[src/design/tsr_pkg.sv]
// Package for the TCP stream reorder block.
// Holds the opcodes, result kinds, record types and the command and status
// structs that join the controller and the datapath. No dependencies.
package tsr_pkg;

	localparam logic [1:0] OP_SEGMENT = 2'd0;
	localparam logic [1:0] OP_START   = 2'd1;
	localparam logic [1:0] OP_FINISH  = 2'd2;

	localparam logic [1:0] KIND_DELIVER = 2'd0;
	localparam logic [1:0] KIND_ABSORB  = 2'd1;
	localparam logic [1:0] KIND_STATUS  = 2'd2;

	typedef struct packed {
		logic [1:0]  opcode;
		logic [31:0] src_addr;
		logic [31:0] dst_addr;
		logic [15:0] src_port;
		logic [15:0] dst_port;
		logic [31:0] seq_num;
		logic [15:0] payload_len;
		logic        syn_flag;
		logic        fin_flag;
		logic        rst_flag;
		logic [15:0] packet_tag;
	} seg_t;

	typedef struct packed {
		logic [1:0]  result_kind;
		logic [15:0] out_tag;
		logic [31:0] conv_serial;
		logic        upstream;
		logic        conv_started;
		logic        conv_finished;
		logic [31:0] delivered_count;
		logic        count_tick;
		logic        overflow;
		logic        last;
	} res_t;

	typedef struct packed {
		logic        valid;
		logic [31:0] client_addr;
		logic [31:0] server_addr;
		logic [31:0] port_pair;
		logic [31:0] conv_number;
		logic [31:0] next_up;
		logic [31:0] next_down;
		logic        up_known;
		logic        down_known;
	} conv_ent_t;

	typedef struct packed {
		logic capture;
		logic start_clr;
		logic tables_clr;
		logic sweep;
		logic sweep_rst;
		logic cscan_rst;
		logic cscan;
		logic take_hit;
		logic take_new;
		logic dir;
		logic deliver_in;
		logic deliver_held;
		logic absorb;
		logic absorb_noconv;
		logic absorb_ovf;
		logic hold_ins;
		logic status;
		logic hscan_rst;
		logic hscan_find;
		logic purge_dup;
		logic purge_conv;
		logic wb;
		logic push_last;
	} dp_cmd_t;

	typedef struct packed {
		logic [1:0] op;
		logic       close;
		logic       sweep_done;
		logic       cscan_done;
		logic       hit;
		logic       conv_free;
		logic       seq_eq;
		logic       seq_older;
		logic       hold_free;
		logic       hscan_done;
		logic       found;
		logic       held_moves;
		logic       can_load;
		logic       can_push;
	} dp_stat_t;

endpackage

[src/design/tsr_ctrl.sv]
// Controller state machine of the TCP stream reorder block.
// Sequences the datapath through clearing, lookup, delivery, release, purge and status steps.
// Depends on tsr_pkg.
module tsr_ctrl import tsr_pkg::*; (
	input  logic     clk,
	input  logic     arst_n,
	input  logic     seg_valid,
	output logic     seg_ready,
	input  dp_stat_t stat,
	output dp_cmd_t  cmd
);
	typedef enum logic [14:0] {
		S_CLR   = 15'b000000000000001,
		S_IDLE  = 15'b000000000000010,
		S_DISP  = 15'b000000000000100,
		S_STAT  = 15'b000000000001000,
		S_CSCAN = 15'b000000000010000,
		S_CDEC  = 15'b000000000100000,
		S_DIR   = 15'b000000001000000,
		S_CMP   = 15'b000000010000000,
		S_RSCAN = 15'b000000100000000,
		S_RDLV  = 15'b000001000000000,
		S_PSCAN = 15'b000010000000000,
		S_ENDS  = 15'b000100000000000,
		S_CLOSE = 15'b001000000000000,
		S_WB    = 15'b010000000000000,
		S_LAST  = 15'b100000000000000
	} state_t;

	state_t state_q, state_d;

	always_ff @(posedge clk or negedge arst_n) begin
		if (!arst_n) begin
			state_q <= S_CLR;
		end else begin
			state_q <= state_d;
		end
	end

	always_comb begin
		state_d   = state_q;
		cmd       = '0;
		seg_ready = 1'b0;
		case (state_q)
			S_CLR: begin
				if (stat.sweep_done) begin
					state_d = S_IDLE;
				end else begin
					cmd.sweep = 1'b1;
				end
			end
			S_IDLE: begin
				seg_ready = 1'b1;
				if (seg_valid) begin
					cmd.capture = 1'b1;
					state_d     = S_DISP;
				end
			end
			S_DISP: begin
				case (stat.op)
					OP_START: begin
						cmd.start_clr = 1'b1;
						state_d       = S_STAT;
					end
					OP_FINISH: state_d = S_STAT;
					OP_SEGMENT: begin
						cmd.cscan_rst = 1'b1;
						state_d       = S_CSCAN;
					end
					default: state_d = S_IDLE;
				endcase
			end
			S_STAT: begin
				if (stat.can_load) begin
					cmd.status = 1'b1;
					state_d    = S_LAST;
				end
			end
			S_CSCAN: begin
				if (stat.cscan_done) begin
					state_d = S_CDEC;
				end else begin
					cmd.cscan = 1'b1;
				end
			end
			S_CDEC: begin
				if (stat.hit) begin
					cmd.take_hit = 1'b1;
					state_d      = S_DIR;
				end else if (stat.close || !stat.conv_free) begin
					cmd.absorb        = 1'b1;
					cmd.absorb_noconv = 1'b1;
					cmd.absorb_ovf    = !stat.close;
					state_d           = S_LAST;
				end else begin
					cmd.take_new = 1'b1;
					state_d      = S_DIR;
				end
			end
			S_DIR: begin
				cmd.dir = 1'b1;
				state_d = S_CMP;
			end
			S_CMP: begin
				if (stat.seq_eq) begin
					cmd.deliver_in = 1'b1;
					cmd.hscan_rst  = 1'b1;
					state_d        = S_RSCAN;
				end else begin
					cmd.absorb     = 1'b1;
					cmd.hold_ins   = !stat.seq_older && stat.hold_free;
					cmd.absorb_ovf = !stat.seq_older && !stat.hold_free;
					state_d        = S_ENDS;
				end
			end
			S_RSCAN: begin
				if (stat.found) begin
					state_d = S_RDLV;
				end else if (stat.hscan_done) begin
					state_d = S_ENDS;
				end else begin
					cmd.hscan_find = 1'b1;
				end
			end
			S_RDLV: begin
				if (stat.can_load) begin
					cmd.deliver_held = 1'b1;
					cmd.hscan_rst    = 1'b1;
					state_d          = stat.held_moves ? S_PSCAN : S_RSCAN;
				end
			end
			S_PSCAN: begin
				if (stat.hscan_done) begin
					cmd.hscan_rst = 1'b1;
					state_d       = S_RSCAN;
				end else begin
					cmd.purge_dup = 1'b1;
				end
			end
			S_ENDS: begin
				if (stat.close) begin
					cmd.hscan_rst = 1'b1;
					state_d       = S_CLOSE;
				end else begin
					state_d = S_WB;
				end
			end
			S_CLOSE: begin
				if (stat.hscan_done) begin
					state_d = S_WB;
				end else begin
					cmd.purge_conv = 1'b1;
				end
			end
			S_WB: begin
				cmd.wb  = 1'b1;
				state_d = S_LAST;
			end
			S_LAST: begin
				if (stat.can_push) begin
					cmd.push_last = 1'b1;
					if (stat.op == OP_START || stat.op == OP_FINISH) begin
						cmd.tables_clr = 1'b1;
						cmd.sweep_rst  = 1'b1;
						state_d        = S_CLR;
					end else begin
						state_d = S_IDLE;
					end
				end
			end
			default: state_d = S_CLR;
		endcase
	end
endmodule

[config.mk]
export PLATFORM = sky130hd
export DESIGN_NAME = tsr_ctrl
export DESIGN_NICKNAME = d
export VERILOG_FILES = /design/src/design/tsr_pkg.sv /design/src/design/tsr_ctrl.sv
export SDC_FILE = /design/constraint.sdc
export NUM_CORES = 1
export LEC_CHECK = 0
export BUFFER_PORTS_ARGS = -buffer_cell sky130_fd_sc_hd__clkbuf_2
export CAP_MARGIN = 10
export CORE_MARGIN = 5
export CORE_UTILIZATION = 42
export CTS_BUF_LIST = sky130_fd_sc_hd__clkbuf_16
export CTS_CLUSTER_DIAMETER = 40
export CTS_CLUSTER_SIZE = 12
export DETAILED_ROUTE_END_ITERATION = 8
export GPL_ROUTABILITY_DRIVEN = 0
export PLACE_DENSITY = 0.66
export SYNTH_ARGS = -nofsm -noshare
export SYNTH_HDL_FRONTEND = slang
export SYNTH_SLANG_ARGS = --single-unit
[constraint.sdc]
create_clock -name clk -period 2 [get_ports clk]
set_input_delay 0.2 -clock clk [delete_from_list [all_inputs] [get_ports clk]]
set_output_delay 0.2 -clock clk [all_outputs]
set_load 0.05 [all_outputs]
==> impl_metrics.py <==
metrics = {
    "status": {
        "status": "finished, violations left",
        "violations": "setup timing",
    },
    "power_and_ir_drop": {
        "p_int_uw": 1070,
        "power_frac_comb_pct": 57.7,
        "max-vdd-ir-drop_v": 0.000677,
        "clkPwrFrac_pct": 22.0,
        "p_leak_uw": 0.00137,
        "power_frac_seq_pct": 20.3,
        "power.net_switching_uw": 780,
        "power_uw": 1850,
        "swShare_pct": 42.2,
        "p_per_area_nw_per_um2": 632,
    },
    "detailed_routing": {
        "dr.pass1.iters": 4,
        "wl_mm": 6.73,
        "vias": 1923,
        "drtIter0Drc": 167,
        "vias_per_cell": 5.99,
        "drc": 0,
        "wl_per_cell_um": 21.0,
        "ant_nets": 0,
    },
    "timing": {
        "worstMarginPinSlew_ns": 0.429,
        "rsz0062_at_grt": "yes",
        "slew_headroom_pct": 71.4,
        "finClkSkew_ns": 0.00262,
        "final_max_slew_viol_count": 0,
        "fmaxAchievable_ghz": 0.437,
        "tns_ns": -4.10,
        "period_share_pct": 115,
        "setup_violations": 31,
        "hold_viol": 0,
        "layout_setup_ws_ns": -0.291,
        "timing.final.crit_period_ns": 2.29,
        "hold_slack_ns": 0.261,
    },
    "logic_synthesis": {
        "ys_ff_latch": 15,
        "yosys_warnings": 0,
        "synth_area_leaders": "dfrtp_1 (25%), nor4_4 (6.0%), nor2_1 (5.1%), ha_1 (3.6%), nor3_1 (3.2%)",
        "synth_flop_cell": "dfrtp_1",
        "synth_top_area_cell": "dfrtp_1",
        "avgSynthCellArea_um2": 8.74,
        "synth_edf_count": 0,
        "synth_area_um2": 1410,
        "synth_cell_types": 54,
        "synthCells": 161,
        "synth_commonest_cells": "nor2_1 (19), dfrtp_1 (14), inv_1 (11)",
        "ys_seq_area_share_pct": 26.8,
        "synth_top_area_share_pct": 24.9,
        "yosysMostFrequentCell": "nor2_1",
        "syn_nets": 183,
        "async_reset_ff_share_pct": 100,
    },
    "final_layout": {
        "areaGrowthSynthToFinish_pct": 108,
        "antenna_cells": 0,
        "nNetsFinal": 298,
        "largest_register_ffs": 15,
        "regMostFlops": "state_q",
        "drive_gt1_share_pct": 65.8,
        "top_regs": "state_q (15)",
        "post-route-util_pct": 89.0,
    },
    "global_routing": {
        "grt_overflow": 0,
        "grt_pass1_wl_mm": 9.12,
        "grt.total_usage_pct": 26.7,
        "antenna_found_initial": 0,
        "grt_pass1_vias": 1873,
        "grt_max_degree": 16,
    },
    "clock_network": {
        "clkTransAtPathRegs_ns": 0.05,
        "numCtsBuffers": 3,
        "root_buffer": "clkbuf_16",
        "cts_tree": "built",
        "cts.sinks": 15,
        "htree_levels": 1,
        "clk_path_buf_depth": 2,
        "clock_latency_ns": 0.25,
    },
    "critical_path": {
        "crit_type": "reg2out",
        "cp_max_fo": 4,
        "crit_chain": "nor4_4 > buf_4 > nand4_1 > nand2b_4 > or3_4 > o31ai_4 > buf_12",
        "critPathSlowestCell": "dfrtp_1",
        "critPathLaunchType": "register",
        "arrival_ns": 2.09,
        "critPathCaptureType": "primary output",
        "cp.required_ns": 1.80,
        "worst_path_largest_cell_delay_ns": 0.42,
    },
    "floorplanning": {
        "coreArea_um2": 3280,
        "die_w_um": 67.9,
        "io_pins": 42,
        "start_util_pct": 42.8,
        "rows": 21,
        "die_area_um2": 4610,
        "die_y_um": 67.9,
    },
    "worst_hold_path": {
        "hold_path_class": "in2reg",
    },
    "place": {
        "dpl.hpwl_mm": 3.70,
        "portBuffers": 41,
        "dp_slack_ns": -0.0596,
    },
    "run": {
        "maxCapViolations": 0,
    },
}
-- cell type report --
type	count	area [µm²]
inverter	11	48.8
clock buffer	3	75.1
multi-input combinational	131	1260
timing repair buffer	114	1100
sequential	15	379
fill	135	362
clock inverter	1	3.75
tap	46	57.6
-- worst max-delay path, delay by kind of cell, from the launching register on --
kind / cells / cell delay (ns)
AO/OA/AOI/OAI: 1 / 0.08
buffers and inverters: 2 / 0.36
flip-flops: 1 / 0.42
AND/OR/NAND/NOR: 4 / 0.98
-- metrics by stage --
| step | area, µm² | cells |
|---|---|---|
| 4_1_cts | 2710 | 309 |
| 3_3_place_gp | 2170 | 281 |
| 3_5_place_dp | 2170 | 281 |
| 2_1_floorplan | 1530 | 161 |
| 6_report | 2920 | 321 |
| 5_1_grt | 2920 | 321 |
-- final timing paths --
check,start,end,slack [ns],depth (start not counted)
max in group asynchronous,arst_n,state_q[0]$_DFFE_PN1P_,1.24,2
hold reg to reg,state_q[3]$_DFFE_PN0P_,state_q[3]$_DFFE_PN0P_,0.75,2
hold / removal,stat[9],state_q[6]$_DFFE_PN0P_,0.26,3
min in group asynchronous,arst_n,state_q[12]$_DFFE_PN0P_,0.43,2
setup reg to reg,state_q[1]$_DFFE_PN0P_,state_q[9]$_DFFE_PN0P_,-0.10,9
setup / recovery,state_q[8]$_DFFE_PN0P_,cmd[8],-0.29,7
-- cells by family after synthesis --
kind of cell / share of synthesized area (%)
flip-flops: 26.8
AND/OR/NAND/NOR: 46.3
AO/OA/AOI/OAI: 13.7
buffers and inverters: 6.58
adder cells (fa/ha/maj): 3.56
XOR/XNOR: 3.11
-- power groups by stage --
stage | combinational (µW) | sequential, µW | clock [µW]
2_1_floorplan | 445 | 378 | 0
3_3_place_gp | 716 | 380 | 0
3_5_place_dp | 723 | 381 | 0
4_1_cts | 913 | 371 | 397
5_1_grt | 1130 | 376 | 415
6_report | 1070 | 375 | 407
-- repair_timing --
item                                    CTS  global route
endpoints found under the setup margin   34            35
hold buffers                              1             0
pin swaps                                28            23
setup buffers                            23            14
gates resized for setup                  63            40
gates cloned                              1             0
endpoints found under the hold margin    14             0
-- cells in the final DEF (no fill, tap or decap), types with 3 or more instances in the layout --
cell type   n
dfrtp_1    12
nor3_4      5
nor2_4      6
nand4b_1    4
nand4_1     4
nand2b_4    3
and2_4      4
xor2_1      5
inv_1      10
buf_8       7
clkbuf_16   4
nor2b_1     3
buf_12     10
nand3_1     4
nor3_1      5
buf_4      55
o21ai_0     3
ha_1        4
clkbuf_2   17
nor4_4      6
buf_6      21
nor2_1     12
nand2_1     8
-- metal layers --
metal  wire (µm)  track usage (%)  share of wire [%]
met1        2350             29.4                 35
met2        3450             48.5                 51
met3         553             5.58                8.2
met4         378             12.9                5.6
met5           0                0                  0
Power figures use the tool's default switching activity.
